`config.mk`:
```
export PLATFORM = sky130hd
export DESIGN_NAME = aligned_value_match_scanner
export DESIGN_NICKNAME = d
export VERILOG_FILES = /design/src/rtl/avms_pkg.sv /design/src/rtl/aligned_value_match_scanner.sv
export SDC_FILE = /design/constraint.sdc
export NUM_CORES = 1
export LEC_CHECK = 0
export BUFFER_PORTS_ARGS = -buffer_cell sky130_fd_sc_hd__buf_2
export CORE_MARGIN = 4
export CORE_UTILIZATION = 55
export CTS_CLUSTER_SIZE = 30
export DETAILED_ROUTE_END_ITERATION = 10
export PLACE_DENSITY = 0.73
export SLEW_MARGIN = 20
export SYNTH_ARGS = -nofsm -noshare
export SYNTH_HDL_FRONTEND = slang
export SYNTH_SLANG_ARGS = --single-unit
export TNS_END_PERCENT = 30
```
`constraint.sdc`:
```
create_clock -name clk -period 27.9 [get_ports clk]
set_input_delay 1.395 -clock clk [delete_from_list [all_inputs] [get_ports clk]]
set_output_delay 1.395 -clock clk [all_outputs]
set_load 0.005 [all_outputs]
```
`src/rtl/avms_pkg.sv`:
```
`timescale 1ns / 1ps
`default_nettype none
// ----------------------------------------------------------------------------
// avms_pkg: shared definitions for the aligned value match scanner
// register indexes, default widths and floating-point compare helpers
// ----------------------------------------------------------------------------
package avms_pkg;

    localparam int OFFSET_WIDTH_DEFAULT = 32;
    localparam int CFG_INDEX_WIDTH = 3;
    localparam int CFG_DATA_WIDTH = 64;
    localparam int MAX_STEP = 64;

    localparam logic [CFG_INDEX_WIDTH-1:0] REG_SEARCH_VALUE = 3'd0;
    localparam logic [CFG_INDEX_WIDTH-1:0] REG_SIZE_LOG2 = 3'd1;
    localparam logic [CFG_INDEX_WIDTH-1:0] REG_ALIGN_STEP = 3'd2;
    localparam logic [CFG_INDEX_WIDTH-1:0] REG_FLOAT_MODE = 3'd3;
    localparam logic [CFG_INDEX_WIDTH-1:0] REG_RANGE_LOW = 3'd4;
    localparam logic [CFG_INDEX_WIDTH-1:0] REG_RANGE_HIGH = 3'd5;

    // a < b as ieee single, nan never compares, -0 == +0
    function automatic logic flt_lt32(input logic [31:0] a, input logic [31:0] b);
        logic a_nan;
        logic b_nan;
        logic both_zero;
        logic res;
        a_nan = (a[30:23] == 8'hff) && (a[22:0] != 23'd0);
        b_nan = (b[30:23] == 8'hff) && (b[22:0] != 23'd0);
        both_zero = (a[30:0] == 31'd0) && (b[30:0] == 31'd0);
        if (a_nan || b_nan || both_zero)
        begin
            res = 1'b0;
        end
        else if (a[31] != b[31])
        begin
            res = a[31];
        end
        else if (!a[31])
        begin
            res = a[30:0] < b[30:0];
        end
        else
        begin
            res = a[30:0] > b[30:0];
        end
        return res;
    endfunction

    function automatic logic flt_lt64(input logic [63:0] a, input logic [63:0] b);
        logic a_nan;
        logic b_nan;
        logic both_zero;
        logic res;
        a_nan = (a[62:52] == 11'h7ff) && (a[51:0] != 52'd0);
        b_nan = (b[62:52] == 11'h7ff) && (b[51:0] != 52'd0);
        both_zero = (a[62:0] == 63'd0) && (b[62:0] == 63'd0);
        if (a_nan || b_nan || both_zero)
        begin
            res = 1'b0;
        end
        else if (a[63] != b[63])
        begin
            res = a[63];
        end
        else if (!a[63])
        begin
            res = a[62:0] < b[62:0];
        end
        else
        begin
            res = a[62:0] > b[62:0];
        end
        return res;
    endfunction

endpackage

`default_nettype wire

```
`src/rtl/aligned_value_match_scanner.sv`:
```
`timescale 1ns / 1ps
`default_nettype none
// ----------------------------------------------------------------------------
// aligned_value_match_scanner
// scans a little-endian byte stream for aligned values matching a pattern
// ----------------------------------------------------------------------------
// usage:
//   s_axis carries one byte per transaction (tdata) with tlast on the final
//   byte of an image. m_axis returns results: tdata holds match_offset in
//   bits 31:0 and match_total in bits 63:32, tuser holds is_end.
//   each byte is compared in the cycle it is taken; a result is registered
//   in the output register, or in the skid stage while the receiver stalls.
//   throughput is one byte per cycle while s_axis_tready is high. a final byte
//   that both matches and ends the image gives two results; the second waits
//   in a one-entry skid stage and the input is held off while it waits.
//   a stalled receiver holds the output register; the skid stage absorbs
//   one result (two when a final byte matches, the second in a pending
//   entry behind it), after which s_axis_tready drops.
//   reset clears the window, offset, phase, match count and config registers
//   (value width 4 bytes, step 1).
// ----------------------------------------------------------------------------
module aligned_value_match_scanner
    import avms_pkg::*;
#(
    parameter int OFFSET_WIDTH = OFFSET_WIDTH_DEFAULT
)
(
    input  wire logic                       clk,
    input  wire logic                       rst_n,
    input  wire logic                       cfg_we,
    input  wire logic [CFG_INDEX_WIDTH-1:0] cfg_index,
    input  wire logic [CFG_DATA_WIDTH-1:0]  cfg_data,
    input  wire logic                       s_axis_tvalid,
    output logic                            s_axis_tready,
    input  wire logic [7:0]                 s_axis_tdata,  // data_byte
    input  wire logic                       s_axis_tlast,  // last_byte
    output logic                            m_axis_tvalid,
    input  wire logic                       m_axis_tready,
    output logic [63:0]                     m_axis_tdata,  // match_offset, match_total
    output logic                            m_axis_tuser   // is_end
);

    logic [63:0] search_reg;
    logic [1:0]  size_reg;
    logic [6:0]  step_reg;
    logic        float_reg;
    logic [63:0] low_reg;
    logic [63:0] high_reg;

    logic [55:0]             window_reg;
    logic [OFFSET_WIDTH-1:0] seen_reg;
    logic [5:0]              phase_reg;
    logic [31:0]             count_reg;
    logic [2:0]              fill_reg;

    logic        out_valid_reg;
    logic [64:0] out_data_reg;
    logic        skid_valid_reg;
    logic [64:0] skid_data_reg;
    logic        pend_valid_reg;
    logic [64:0] pend_data_reg;

    always_ff @(posedge clk or negedge rst_n)
    begin
        if (!rst_n)
        begin
            search_reg <= '0;
            size_reg <= 2'd2;
            step_reg <= 7'd1;
            float_reg <= 1'b0;
            low_reg <= '0;
            high_reg <= '0;
        end
        else if (cfg_we)
        begin
            case (cfg_index)
                REG_SEARCH_VALUE: search_reg <= cfg_data;
                REG_SIZE_LOG2:    size_reg <= cfg_data[1:0];
                REG_ALIGN_STEP:   step_reg <= cfg_data[6:0];
                REG_FLOAT_MODE:   float_reg <= cfg_data[0];
                REG_RANGE_LOW:    low_reg <= cfg_data;
                REG_RANGE_HIGH:   high_reg <= cfg_data;
                default:          ;
            endcase
        end
    end

    logic        take;
    logic [63:0] full;
    logic [63:0] val;
    logic [63:0] vmask;
    logic [2:0]  width_m1;
    logic [6:0]  step_eff;
    logic        ready_check;
    logic        hit;
    logic        report;
    logic [5:0]  phase_next;
    logic [31:0] count_next;
    logic [OFFSET_WIDTH-1:0] offset;
    logic        push_match;
    logic        push_end;
    logic [64:0] match_word;
    logic [64:0] end_word;

    assign s_axis_tready = !skid_valid_reg;
    assign take = s_axis_tvalid && s_axis_tready;
    assign full = {s_axis_tdata, window_reg};

    always_comb
    begin
        case (size_reg)
            2'd0:
            begin
                width_m1 = 3'd0;
                val = {56'd0, full[63:56]};
                vmask = 64'h0000_0000_0000_00ff;
            end
            2'd1:
            begin
                width_m1 = 3'd1;
                val = {48'd0, full[63:48]};
                vmask = 64'h0000_0000_0000_ffff;
            end
            2'd2:
            begin
                width_m1 = 3'd3;
                val = {32'd0, full[63:32]};
                vmask = 64'h0000_0000_ffff_ffff;
            end
            default:
            begin
                width_m1 = 3'd7;
                val = full;
                vmask = '1;
            end
        endcase
    end

    always_comb
    begin
        if (step_reg == 7'd0)
        begin
            step_eff = 7'd1;
        end
        else if (step_reg > 7'(MAX_STEP))
        begin
            step_eff = 7'(MAX_STEP);
        end
        else
        begin
            step_eff = step_reg;
        end
    end

    assign ready_check = fill_reg >= width_m1;

    always_comb
    begin
        hit = val == (search_reg & vmask);
        if (float_reg && size_reg == 2'd2 &&
            flt_lt32(low_reg[31:0], val[31:0]) && flt_lt32(val[31:0], high_reg[31:0]))
        begin
            hit = 1'b1;
        end
        if (float_reg && size_reg == 2'd3 &&
            flt_lt64(low_reg, val) && flt_lt64(val, high_reg))
        begin
            hit = 1'b1;
        end
    end

    assign report = ready_check && hit && (phase_reg == 6'd0);
    assign count_next = (report && count_reg != '1) ? count_reg + 32'd1 : count_reg;
    assign offset = seen_reg - OFFSET_WIDTH'(width_m1);

    always_comb
    begin
        if ({1'b0, phase_reg} + 7'd1 >= step_eff)
        begin
            phase_next = 6'd0;
        end
        else
        begin
            phase_next = phase_reg + 6'd1;
        end
    end

    assign push_match = take && report;
    assign push_end = take && s_axis_tlast;
    assign match_word = {1'b0, 32'd0, 32'(offset)};
    assign end_word = {1'b1, count_next, 32'd0};

    always_ff @(posedge clk or negedge rst_n)
    begin
        if (!rst_n)
        begin
            window_reg <= '0;
            seen_reg <= '0;
            phase_reg <= '0;
            count_reg <= '0;
            fill_reg <= '0;
        end
        else if (take)
        begin
            if (s_axis_tlast)
            begin
                window_reg <= '0;
                seen_reg <= '0;
                phase_reg <= '0;
                count_reg <= '0;
                fill_reg <= '0;
            end
            else
            begin
                window_reg <= full[63:8];
                seen_reg <= seen_reg + OFFSET_WIDTH'(1);
                if (ready_check)
                begin
                    phase_reg <= phase_next;
                end
                count_reg <= count_next;
                if (fill_reg != 3'd7)
                begin
                    fill_reg <= fill_reg + 3'd1;
                end
            end
        end
    end

    // output register, one skid entry and a pending entry; at most two results per byte
    logic out_free;
    assign out_free = !out_valid_reg || m_axis_tready;

    always_ff @(posedge clk or negedge rst_n)
    begin
        if (!rst_n)
        begin
            out_valid_reg <= 1'b0;
            skid_valid_reg <= 1'b0;
        end
        else
        begin
            if (skid_valid_reg)
            begin
                if (out_free)
                begin
                    out_valid_reg <= 1'b1;
                    // a pending word moves up into the skid entry
                    skid_valid_reg <= pend_valid_reg;
                end
            end
            else if (push_match && push_end)
            begin
                if (out_free)
                begin
                    out_valid_reg <= 1'b1;
                end
                skid_valid_reg <= 1'b1;
            end
            else if (push_match || push_end)
            begin
                if (out_free)
                begin
                    out_valid_reg <= 1'b1;
                end
                else
                begin
                    skid_valid_reg <= 1'b1;
                end
            end
            else if (out_free)
            begin
                out_valid_reg <= 1'b0;
            end
        end
    end

    // note: two pushes with the output stalled needs two slots; the input is
    // only taken when the skid is empty, so the match goes to the skid and
    // the end word is held back by the pending flag below
    always_ff @(posedge clk)
    begin
        if (skid_valid_reg)
        begin
            if (out_free)
            begin
                out_data_reg <= skid_data_reg;
                if (pend_valid_reg)
                begin
                    skid_data_reg <= pend_data_reg;
                end
            end
        end
        else if (push_match && push_end)
        begin
            if (out_free)
            begin
                out_data_reg <= match_word;
                skid_data_reg <= end_word;
            end
            else
            begin
                skid_data_reg <= match_word;
                pend_data_reg <= end_word;
            end
        end
        else if (push_match || push_end)
        begin
            if (out_free)
            begin
                out_data_reg <= push_end ? end_word : match_word;
            end
            else
            begin
                skid_data_reg <= push_end ? end_word : match_word;
            end
        end
    end

    always_ff @(posedge clk or negedge rst_n)
    begin
        if (!rst_n)
        begin
            pend_valid_reg <= 1'b0;
        end
        else if (skid_valid_reg && out_free && pend_valid_reg)
        begin
            pend_valid_reg <= 1'b0;
        end
        else if (!skid_valid_reg && push_match && push_end && !out_free)
        begin
            pend_valid_reg <= 1'b1;
        end
    end

    assign m_axis_tvalid = out_valid_reg;
    assign m_axis_tdata = out_data_reg[63:0];
    assign m_axis_tuser = out_data_reg[64];

endmodule

`default_nettype wire

```
# ---- Yosys cells after proc, flatten, opt, wreduce, memory -nomap -nowiden
# Index checks and enable logic that the tools add are counted.
dict set report totals {
  word_cells 190
  out_inout_bits 67
  in_bits 81
  register_bits 496
}
dict set report classes {
  reduce_logical 73
  n_addsub 6
  bitwise_logic 3
  mux 54
  n_lt_le_gt_ge 11
  n_eq_ne 26
}
# cell n
set ops {}
lappend ops {{65-bit 2-to-1 mux} 14}
lappend ops {{64-bit one-hot mux with 3 select lines} 2}
lappend ops {{63-bit zero test} 3}
lappend ops {{52-bit nonzero test} 3}
lappend ops {{63-bit greater-than comparator} 2}
lappend ops {{63-bit < comparator} 2}
lappend ops {{32-bit 2-to-1 mux} 3}
lappend ops {{31-bit zero test} 3}
lappend ops {{23-bit nonzero test} 3}
lappend ops {{32-bit by 1-bit adder with 32-bit output (second input constant)} 2}
lappend ops {{64-bit bitwise AND} 1}
lappend ops {{64-bit == test} 1}
lappend ops {{31-bit greater-than comparator} 2}
lappend ops {{31-bit < comparator} 2}
lappend ops {{56-bit 2-to-1 mux} 1}
lappend ops {{11-bit == test (second input constant)} 3}
lappend ops {{32-bit != test (second input constant)} 1}
lappend ops {{32-bit by 3-bit subtractor with 32-bit output} 1}
lappend ops {{1-bit logical AND} 28}
lappend ops {{1-bit 2-to-1 mux} 26}
lappend ops {{8-bit == test (second input constant)} 3}
lappend ops {{6-bit 2-to-1 mux} 3}
lappend ops {{2-bit AND reduction} 8}
lappend ops {{7-bit 2-to-1 mux} 2}
lappend ops {{other kinds (30)} 54}

# ---- Longest topological paths before layout
dict set report logic_depth {
  ltp_word 20
  mapped_depth 24
  depth_no_buf 16
}

# ---- Least setup slack after synthesis
# No wires, ideal clock.
dict set report synth_timing {
  kind {in2reg}
  from {input port s_axis_tdata[6]}
  to {register skid_data_reg[0], enable pin}
  t_required_ns 27.322
  n_path_buf 1
  arrival_ns 9.269
  setup_ns 0.578
  cell_stages 15
  path_slack_ns 18.053
  path_cell_list {clkbuf_1 -> mux4_2 -> inv_1 -> ha_1 -> or3b_2 -> mux2i_1 -> o211ai_1 -> a211oi_1 -> o21ai_0 -> o21ai_0 -> o2111ai_2 -> o21ai_4 -> nor2_2 -> maj3_1 -> o21ai_0}
}
dict set report synth_via {
  elab_chain_cells 16
  elab_cells_between_ends 56
  cone_classes {order compare: 8; eq/ne: 4; mux: 15; reduce/logical: 29}
}
# item line_no
set synth_lines {}
lappend synth_lines {{start: declaration} aligned_value_match_scanner.sv:35} ;# input wire logic [7:0] s_axis_tdata,
lappend synth_lines {{64-bit one-hot mux with 3 select lines *} aligned_value_match_scanner.sv:111} ;# case (size_reg)
lappend synth_lines {{parallel branches: the longest is 8 deep, another holds 63-bit < comparator} -}
lappend synth_lines {{1-bit 2-to-1 mux *} aligned_value_match_scanner.sv:165} ;# if (float_reg && size_reg == 2'd3 &&
lappend synth_lines {{1-bit logical AND * (2 in series)} aligned_value_match_scanner.sv:172} ;# assign report = ready_check && hit && (phase_reg == 6'd0);
lappend synth_lines {{1-bit logical AND *} aligned_value_match_scanner.sv:188} ;# assign push_match = take && report;
lappend synth_lines {{1-bit logical AND / 1-bit logical OR (equally long branches)} {aligned_value_match_scanner.sv:294, aligned_value_match_scanner.sv:307}}
lappend synth_lines {{3-bit by 2-bit != test with 1-bit output (no line) / 3-bit nonzero test (equally long branches)} -}
lappend synth_lines {{4-bit AND reduction (no line) *} -}
lappend synth_lines {{end signal: assignment} aligned_value_match_scanner.sv:290} ;# skid_data_reg <= pend_data_reg;
lappend synth_lines {{end signal: assignment} aligned_value_match_scanner.sv:299} ;# skid_data_reg <= end_word;
lappend synth_lines {{end signal: assignment} aligned_value_match_scanner.sv:303} ;# skid_data_reg <= match_word;
lappend synth_lines {{end: declaration} aligned_value_match_scanner.sv:59} ;# logic [64:0] skid_data_reg;
# Every way passes the cells marked *.
# A chain may end at the register's enable or synchronous reset.

# ---- Worst setup path in the final report
dict set report layout_timing {
  from {register size_reg[1]}
  to {register skid_data_reg[17], enable pin}
}
dict set report layout_via {
  elab_chain_cells 17
  elab_cells_between_ends 70
  cone_classes {order compare: 9; eq/ne: 11; mux: 17; bitwise: 1; reduce/logical: 32}
}
# item line_no
set layout_lines {}
lappend layout_lines {{start: declaration} aligned_value_match_scanner.sv:44} ;# logic [1:0] size_reg;
lappend layout_lines {{start signal: assignment} aligned_value_match_scanner.sv:78} ;# REG_SIZE_LOG2: size_reg <= cfg_data[1:0];
lappend layout_lines {{parallel branches: the longest is 11 deep, another holds 63-bit < comparator} -}
lappend layout_lines {{1-bit logical AND * (2 in series)} aligned_value_match_scanner.sv:172}
lappend layout_lines {{1-bit logical AND *} aligned_value_match_scanner.sv:188}
lappend layout_lines {{1-bit logical AND / 1-bit logical OR (equally long branches)} {aligned_value_match_scanner.sv:294, aligned_value_match_scanner.sv:307}}
lappend layout_lines {{3-bit by 2-bit != test with 1-bit output (no line) / 3-bit nonzero test (equally long branches)} -}
lappend layout_lines {{4-bit AND reduction (no line) *} -}
# Marked as above.

==> run_results.csv <==
group,metric,value,unit
sta,hold_slack,0.491,ns
finish,antenna_cells,0,
grt,grt_max_degree,114,
logic_synthesis,synthTopCellsByArea,"dfrtp_1, edfxtp_1, mux2_2",
floorplanning,initial_utilization,55.6,%
clock_tree,hold_buffers,0,
grt,grt_pass1_wl,123000,microns
logic_synthesis,syn_area,0.0279,sq mm
routing,via_per_inst,6.17,
floorplanning,dieArea,0.0543,sq mm
logic_synthesis,synth_edf_count,162,
finish,area_growth,10.5,%
logic_synthesis,synth_ff_type,"dfrtp_1",
clock_tree,cts_inserted_buffers,53,
hold_path,min_path_type,"reg -> reg",
finish,n_fill_cell,4115,
setup_path,start_kind,"flop",
clock_tree,ctsResizeCount,0,
clock_tree,htreeDepth,2,
place,portBuffers,147,
clock_tree,postCtsSetupBuffers,0,
setup_path,cp_max_fo,37,
routing,first_pass_iters,6,
logic_synthesis,synth_top_area_cell,"dfrtp_1",
sta,fmax,0.132,GHz
clock_tree,path_clk_slew,0.07,ns
logic_synthesis,synth_seq_cells,496,
floorplanning,fp.coreArea,0.0502,sq mm
sta,rsz0062_at_grt,"no",
floorplanning,die_w,233,microns
sta,finalCritPeriodShare,27.1,%
grt,grt-ovfl-total,0,
sta,timing.setup.tns,0,ns
routing,drc,0,
setup_path,path_class,"reg -> reg",
logic_synthesis,ys_top_cells_by_count,"nand2_1, dfrtp_1, mux2_2",
finish,nets,2982,
floorplanning,die_h,233,microns
logic_synthesis,synth.most_common_cell,"nand2_1",
setup_path,end_kind,"flop",
routing,wl_per_cell,22.7,microns
run,cap_violations,0,
setup_path,cp_data_arrival_time,7.80,ns
sta,finalHoldViolations,0,
logic_synthesis,synth_top_area_share,29.8,%
setup_path,crit_required,28.15,ns
routing,drt_iter0_drc,1791,
finish,drive_above_1_share,17.6,%
grt,grt_pass1_vias,21300,
clock_tree,cts_sinks,496,
clock_tree,cts_tree,"built",
place,gp_congestion,0.960,
logic_synthesis,syn_avg_cell_area,10.3,sq um
sta,clock_skew,0.0283,ns
finish,multi_input_area,0.0134,sq mm
clock_tree,cts-root-buf,"clkbuf_16",
clock_tree,clock_latency,0.62,ns
sta,max_slew_margin,27.0,%
status,status,"completed",
place,post-dp-hpwl,56200,microns
floorplanning,ios,148,
sta,finalCriticalPeriod,7.55,ns
floorplanning,std_cell_rows,82,
routing,drt-total-wl,78900,microns
logic_synthesis,syn_inst,2706,
finish,seq_area,0.0132,sq mm
routing,via_count,21500,
grt,grtUsageTotal,28.8,%
sta,worst_pin_slew,1.09,ns
sta,setup-violations-final,0,
logic_synthesis,ys_seq_area_share,47.4,%
logic_synthesis,syn-num-nets,2926,
logic_synthesis,yosysWarnings,0,
power_and_ir_drop,vdd_drop_max,0.0000604,V
power_and_ir_drop,p_per_area,74.2,mW/mm^2
logic_synthesis,synth.distinct_cells,86,
sta,drv_slew,0,
routing,drtAntennaViolNets,0,
grt,antenna_found_initial,0,
power_and_ir_drop,leakage,13.0,nW
clock_tree,clock_path_buffers,3,
logic_synthesis,synthArstFlopShare,67.3,%
-- stage by stage --
step	cells	utilization [%]	worst slack (ns)	instance area (sq um)	total power, mW
after floorplan	2706	-	18.05	27900	1.37
after global placement	3379	57.8	20.73	29000	1.54
after detailed placement	3379	57.8	20.50	29000	1.57
after CTS	3478	61.4	20.46	30800	2.29
after global routing	3478	61.4	19.94	30800	2.40
final	3478	61.4	20.35	30800	2.29
-- cell type report --
type | instances | share of cell area [%]
well taps | 672 | 2.73
multi-input cells | 1878 | 43.5
flip-flops and latches | 496 | 43.0
inverters | 162 | 1.97
clock buffers | 70 | 4.68
repair buffers | 171 | 3.01
clock inverters | 29 | 1.14
-- routing by layer --
metal,up-vias,wire length [microns],global-route usage (%)
met2,887,37500,47.8
met5,-,0,0
met1,10500,32100,37.4
li1,9866,-,-
met4,0,3510,11.7
met3,206,5810,5.55
-- cell usage in the layout, fill, tap and decap left out, types with 48 or more instances in the layout --
cell type  Yosys  final
nand2_1      350    349
dfrtp_1      332    330
mux2_2       198    198
edfxtp_1     162    162
inv_1        162    161
buf_2         17    146
nor2_1       144    141
ha_1         138    138
o21ai_0      132    131
xnor2_1      112    112
nand4_1       72     72
a21oi_1       69     69
nand3_1       67     67
nor4_1        65     65
xor2_1        63     63
clkbuf_16      0     53
nor3_1        50     48
-- worst max-delay path, stage by stage, from the launching register on --
cell and delay (ns):
dfstp_2 1.09, inv_1 0.61, nor2_2 0.22, buf_4 0.37, nand2_1 0.14, ha_1 0.33
nand4_1 0.16, nor4b_1 0.60, nand3_1 0.38, or2_2 0.40, o21ai_0 0.21, o2111ai_2 0.19
o21ai_4 0.43, nor2_2 0.18, maj3_1 0.45, o21ai_4 0.77, buf_4 0.62
-- path summary, 6_finish.rpt --
kind,cells after the start,to,slack (ns),start
setup / recovery,16,skid_data_reg[17],20.35,size_reg[1]
hold / removal,2,window_reg[2],0.49,window_reg[2]
setup reg to reg,16,skid_data_reg[17],20.35,size_reg[1]
hold reg to reg,2,window_reg[2],0.49,window_reg[2]
max in group asynchronous,2,window_reg[2],25.42,rst_n
min in group asynchronous,1,high_reg[42],0.83,rst_n
-- report_power, final --
| group | internal [mW] | leakage [nW] | switching [mW] |
|---|---|---|---|
| clock network | 0.422 | 0.874 | 0.302 |
| logic | 0.250 | 6.38 | 0.328 |
| registers | 0.871 | 5.72 | 0.113 |
-- kinds of logic after synthesis --
group	Yosys count	share of synthesized area [%]
and+or+nand+nor	869	14.8
DFF	496	47.4
AOI/OAI and AO/OA	447	11.2
buffers and inverters	332	4.64
muxes	247	10.1
xor gates and xnor gates	175	5.50
adders and majority gates	140	6.30
Power figures use the tool's default switching activity.
